### config.mk
export PLATFORM = sky130hd
export DESIGN_NAME = rscg_sequencer
export DESIGN_NICKNAME = d
export VERILOG_FILES = /design/src/sv/rscg_pkg.sv /design/src/sv/rscg_sequencer.sv
export SDC_FILE = /design/constraint.sdc
export NUM_CORES = 2
export LEC_CHECK = 0
export BUFFER_PORTS_ARGS = -buffer_cell sky130_fd_sc_hd__buf_2
export CELL_PAD_IN_SITES_DETAIL_PLACEMENT = 0
export CELL_PAD_IN_SITES_GLOBAL_PLACEMENT = 1
export CORE_MARGIN = 2
export CORE_UTILIZATION = 52
export CTS_BUF_LIST = sky130_fd_sc_hd__clkbuf_16
export DETAILED_ROUTE_END_ITERATION = 10
export PLACE_DENSITY_LB_ADDON = 0.1
export SYNTH_ARGS = -nofsm -noshare
export SYNTH_HDL_FRONTEND = slang
export SYNTH_SLANG_ARGS = --single-unit
### constraint.sdc
create_clock -name aclk -period 10.2 [get_ports aclk]
set_clock_uncertainty 0.05 [all_clocks]
set_input_delay 0.51 -clock aclk [delete_from_list [all_inputs] [get_ports aclk]]
set_output_delay 0.51 -clock aclk [all_outputs]
set_load 0.005 [all_outputs]
### src/sv/rscg_pkg.sv
// Shared types, widths and constants for the rotary sin/cos table generator.
package rscg_pkg;

    localparam int POS_W     = 20;
    localparam int CNT_W     = 7;
    localparam int IDX_W     = 6;
    localparam int SLOT_W    = 7;
    localparam int WORD_W    = 32;
    localparam int SP_W      = 52;
    localparam int ANG_W     = 62;
    localparam int CORD_W    = 34;
    localparam int CFG_IDX_W = 3;

    typedef enum logic [CFG_IDX_W-1:0] {
        CFG_PAIR_COUNT    = 3'd0,
        CFG_FREQ_RATIO    = 3'd1,
        CFG_POS_GAIN      = 3'd2,
        CFG_MAG_GAIN      = 3'd3,
        CFG_LAYOUT_HALVES = 3'd4
    } cfg_reg_t;

    typedef enum logic [1:0] {
        SEQ_IDLE,
        SEQ_SCALE,
        SEQ_RUN
    } seq_state_t;

    typedef struct packed {
        logic [IDX_W-1:0]  pair_index;
        logic [SLOT_W-1:0] first_slot;
        logic [SLOT_W-1:0] second_slot;
        logic              last;
    } pair_tag_t;

    localparam logic [1:0] QUAD_0 = 2'd0;
    localparam logic [1:0] QUAD_1 = 2'd1;
    localparam logic [1:0] QUAD_2 = 2'd2;

    localparam logic [WORD_W-1:0] ONE_Q32        = 32'hFFFF_FFFF;
    localparam logic [63:0]       POWER_ROUND    = 64'h0000_0000_8000_0000;
    localparam logic [63:0]       INV_TWO_PI_Q64 = 64'h28BE_60DB_9391_054A;
    localparam logic [30:0]       HALF_PI_Q30    = 31'h6487_ED51;
    localparam logic [WORD_W-1:0] QUARTER_TURN   = 32'h4000_0000;
    localparam logic [30:0]       EIGHTH_TURN    = 31'h2000_0000;
    localparam logic [CORD_W-1:0] CORDIC_GAIN    = 34'h0_26DD_3B6A;
    localparam logic [63:0]       SCALE_ROUND    = 64'h0000_0000_4000_0000;

    localparam logic [WORD_W-1:0] ATAN_Q30 [32] = '{
        32'h3243F6A8, 32'h1DAC6705, 32'h0FADBAFC, 32'h07F56EA6, 32'h03FEAB76,
        32'h01FFD55B, 32'h00FFFAAA, 32'h007FFF55, 32'h003FFFEA, 32'h001FFFFD,
        32'h000FFFFF, 32'h0007FFFF, 32'h0003FFFF, 32'h0001FFFF, 32'h0000FFFF,
        32'h00007FFF, 32'h00003FFF, 32'h00001FFF, 32'h00000FFF, 32'h000007FF,
        32'h000003FF, 32'h000001FF, 32'h000000FF, 32'h0000007F, 32'h0000003F,
        32'h0000001F, 32'h0000000F, 32'h00000008, 32'h00000004, 32'h00000002,
        32'h00000001, 32'h00000000
    };

endpackage

### src/sv/rscg_sequencer.sv
// Per-position sequencer: scales the position and issues one pair per cycle while adv is high.
module rscg_sequencer import rscg_pkg::*; #(
    parameter int MAX_PAIRS = 64
) (
    input  logic              aclk,
    input  logic              aresetn,
    input  logic              s_valid,
    output logic              s_ready,
    input  logic [POS_W-1:0]  s_position,
    input  logic [CNT_W-1:0]  pair_count,
    input  logic [WORD_W-1:0] freq_ratio,
    input  logic [WORD_W-1:0] pos_gain,
    input  logic              layout_halves,
    input  logic              adv,
    output logic              issue_valid,
    output pair_tag_t         issue_tag,
    output logic [SP_W-1:0]   issue_sp,
    output logic [WORD_W-1:0] issue_power
);

    localparam logic [CNT_W-1:0] MAX_N = CNT_W'(MAX_PAIRS);

    seq_state_t        state_reg, state_next;
    logic [POS_W-1:0]  pos_reg;
    logic [CNT_W-1:0]  n_reg;
    logic [CNT_W-1:0]  cnt_reg;
    logic [WORD_W-1:0] power_reg;
    logic [SP_W-1:0]   sp_reg;
    logic [CNT_W-1:0]  n_lim;
    logic              is_last;
    logic [63:0]       power_prod;

    assign n_lim      = (pair_count > MAX_N) ? MAX_N : pair_count;
    assign is_last    = ((cnt_reg + CNT_W'(1)) == n_reg);
    assign power_prod = 64'(power_reg) * 64'(freq_ratio) + POWER_ROUND;

    // Next state
    always_comb begin
        state_next = state_reg;
        case (state_reg)
            SEQ_IDLE:  if (s_valid && (n_lim != '0)) state_next = SEQ_SCALE;
            SEQ_SCALE: state_next = SEQ_RUN;
            SEQ_RUN:   if (adv && is_last) state_next = SEQ_IDLE;
            default:   state_next = SEQ_IDLE;
        endcase
    end

    // Outputs
    always_comb begin
        s_ready     = (state_reg == SEQ_IDLE);
        issue_valid = (state_reg == SEQ_RUN);
        issue_sp    = sp_reg;
        issue_power = power_reg;
        issue_tag.pair_index = cnt_reg[IDX_W-1:0];
        issue_tag.last       = is_last;
        if (layout_halves) begin
            issue_tag.first_slot  = cnt_reg;
            issue_tag.second_slot = cnt_reg + n_reg;
        end else begin
            issue_tag.first_slot  = {cnt_reg[IDX_W-1:0], 1'b0};
            issue_tag.second_slot = {cnt_reg[IDX_W-1:0], 1'b1};
        end
    end

    always_ff @(posedge aclk) begin
        if (!aresetn) state_reg <= SEQ_IDLE;
        else          state_reg <= state_next;
    end

    // Capture the position, scale it, then step the running power
    always_ff @(posedge aclk) begin
        if (state_reg == SEQ_IDLE && s_valid) begin
            pos_reg   <= s_position;
            n_reg     <= n_lim;
            cnt_reg   <= '0;
            power_reg <= ONE_Q32;
        end
        if (state_reg == SEQ_SCALE) begin
            if (layout_halves) sp_reg <= SP_W'(pos_reg) * SP_W'(pos_gain);
            else               sp_reg <= SP_W'({pos_reg, 24'b0});
        end
        if (state_reg == SEQ_RUN && adv) begin
            cnt_reg   <= cnt_reg + CNT_W'(1);
            power_reg <= power_prod[63:32];
        end
    end

endmodule

==> impl_results.md <==
* Final setup margin at 1565 ps
* Hold Crit Class: input pin to register
* Max Cap Viol at 0
* Crit path max fanout at 19
* Post-CTS sizing at 0
* RSZ-0062 raised after global routing: false
* Ys Warns at 0
* Initial Util at 0.5232
* Mapped Avg Cell Area at between 9 and 10 um^2
* GRT overflow at 0
* Final min period at roughly 8600 ps
* Asr flop ratio synth at 0
* Startpoint types: register
* Layout cell share with drive strength beyond 1 at 0.05371
* IO Port Bufs at a little over 200
* Worst slew pin tran at approximately 970 ps
* DIE AREA at 115600 um^2
* # nets final at 8283
* CTS Buf Count at 17
* IO Count at approximately 200
* Data arrival time of the critical path at between 8000 and 9000 ps
* Worst slew margin at 0.3557
* Pre-CTS WS at between 1500 and 2000 ps
* Iter 0 DRT Violations at approximately 2200
* Routed WL per cell at just over 20 um
* Seq/Total Area, Yosys at 0.06105
* Die Wd at between 300 and 400 um
* Crit. End Element: register
* Detailed placer's ending HPWL at 130.4 mm
* Setup slack, reg-to-reg at about 1600 ps
* Number of enable flip-flop cells after synthesis at around 120
* Num rows at 123
* TNS Setup at 0 ps
* Vias in the first global route at 45500
* Final setup vio count at 0
* Final GP Congestion at about 0.89
* Root Driver: clkbuf_16
* Core Util, Final at 0.5467
* Status: finished, final reports clean
* Area growth syn-to-layout at 4.494%
* Hold Fails Final Rpt at 0
* DR vias/cell at between 5 and 6
* First-pass GRT wire length at about 260 mm
* Detail Route Antenna Nets at 0
* Largest net degree at the start of global routing at 56
* Max-slew violation count at 0
* CTS tree: built
* Via count at 41430
* Die Height at about 340 um
* Yosys cell types at 68
* Post-CTS Hold Buffers at 0
* Post-CTS Setup Inserts at 0
* H-tree depth at 4
* Routed wire length at between 150 and 200 mm
* Core Area at approximately 110000 um^2
* Clock Pin Slew Worst Setup and Hold Paths at ~70 ps
* Final period utilization at 0.8466
* Worst-Skew Late Latency at around 500 ps
* Synth area leaders: fa_1 49%, and2_1 9.8%, ha_1 9.7%
* Max clock buf depth at 2
* DR pass1 iterations at 5
* Total GRT Usage at 0.2902
* Area leader, netlist: fa_1
* FF+latch count, synth at 120
* Post-Syn Instances at roughly 6400
* Syn nets at 8356
* Antenna violations before repair at 9
* CTS Sinks at 120
* Cell area after synthesis at roughly 59000 um^2
* Drt drc at 0
* Main synth FF type: edfxtp_1
* Crit Path Class: register to register
* Req. time, crit path at 10370 ps
* Max reg flops at between 50 and 60
* Yosys top cell area share at 0.4888
* Peak Freq at about 120 MHz
worst max-delay path, stage by stage, from the launching register on:
cell and delay, ps:
edfxtp_1 890, buf_4 370, nand2_1 110, fa_1 540, inv_1 60, fa_1 480, fa_1 600, fa_1 470
fa_1 540, fa_1 440, fa_1 540, inv_1 60, fa_1 480, inv_1 50, ha_1 480, and4_1 280
nor3b_2 370, o211ai_1 150, nor4b_1 300, o311ai_0 200, buf_4 240, a21oi_1 290, o31ai_1 160, nand3_1 110
nand3_1 70
cells in the mapped netlist (5+ instances only):
library cell and instances:
a211oi_1 10, a21o_1 60, a21oi_1 123, a31oi_1 7, a41oi_1 6, and2_1 921, and3_1 21, and4_1 10
buf_1 5, buf_4 7, clkbuf_1 353, edfxtp_1 118, fa_1 1433, ha_1 455, inv_1 1463, mux2_2 19
nand2_1 875, nand2b_1 14, nand3_1 37, nand4_1 22, nor2_1 80, nor2b_1 16, nor3_1 21, nor4_1 10
o211ai_1 12, o21a_1 15, o21ai_0 74, o21ai_1 6, o21bai_1 19, o31ai_1 6, xnor2_1 52, xor2_1 36
worst paths after layout:
path / endpoint / startpoint / cells after the start
worst min register to register: issue_sp[50]$_SDFFCE_PN0N_ / state_reg[0]$_SDFFE_PN0P_ / 1
worst min-delay path: pos_reg[1]$_DFFE_PP_ / s_position[1] / 1
worst max register to register: issue_power[31]$_SDFFCE_PN1P_ / issue_power[11]$_SDFFCE_PN1P_ / 24
worst max-delay path: issue_power[31]$_SDFFCE_PN1P_ / issue_power[11]$_SDFFCE_PN1P_ / 24
layout make-up:
cell class	instances	area [um^2]
antenna	1	2.502
timing repair buffer	277	1587
clock inverter	15	151.4
inverter	1463	5492
tap	1500	1877
fill	10440	50860
sequential	120	3583
clock buffer	17	425.4
multi-input combinational	4420	48220
stage by stage:
step	hold WS (ps)	area, um^2	std cells
detailed placement	579.4	60750	7780
floorplan	558.9	58700	6372
global route	103.1	61330	7813
finish	129.4	61330	7813
CTS	94.57	61330	7812
global placement	573.4	60750	7780
logic make-up (layout without fill, tap and decap cells):
group | after synthesis | after routing | synth area share
other | 0 | 1 | 0
buffers and inverters | 1832 | 1772 | 0.1177
AND/OR/NAND/NOR | 2038 | 2038 | 0.1760
multiplexers | 23 | 23 | 0.004327
adder cells (fa/ha/maj) | 1888 | 1888 | 0.5857
flip-flops | 120 | 120 | 0.06105
XOR/XNOR | 88 | 88 | 0.01313
AO/OA/AOI/OAI | 383 | 383 | 0.04202
layer usage:
metal | part of all wire | global-route usage | up-vias | wire length, um
met3 | 0.044 | 0.02385 | 143 | 6912
met4 | 0.016 | 0.05743 | 4 | 2571
met1 | 0.44 | 0.4083 | 21820 | 70350
li1 | - | - | 18490 | -
met2 | 0.50 | 0.4961 | 965 | 78960
met5 | 0.00018 | 0 | - | 28
cell usage in the layout, fill, tap and decap left out, types with 7 or more instances in the layout:
cell type,instances
xor2_1,36
nand3_1,37
fa_1,1433
a21o_1,60
edfxtp_1,118
and4_1,10
mux2_2,19
and3_1,21
nand2b_1,13
buf_4,74
a31oi_1,7
o21bai_1,19
inv_1,1464
nand2_1,875
o21ai_0,74
o21a_1,15
nor3_1,21
xnor2_1,52
nor4_1,10
a211oi_1,10
nor2_1,80
a21oi_1,123
buf_2,202
clkbuf_16,17
o211ai_1,12
nor2b_1,15
and2_1,920
ha_1,455
nand4_1,22
Power is not shown: default switching activity piles up to over one toggle a cycle in this logic, so the estimate is an artifact.
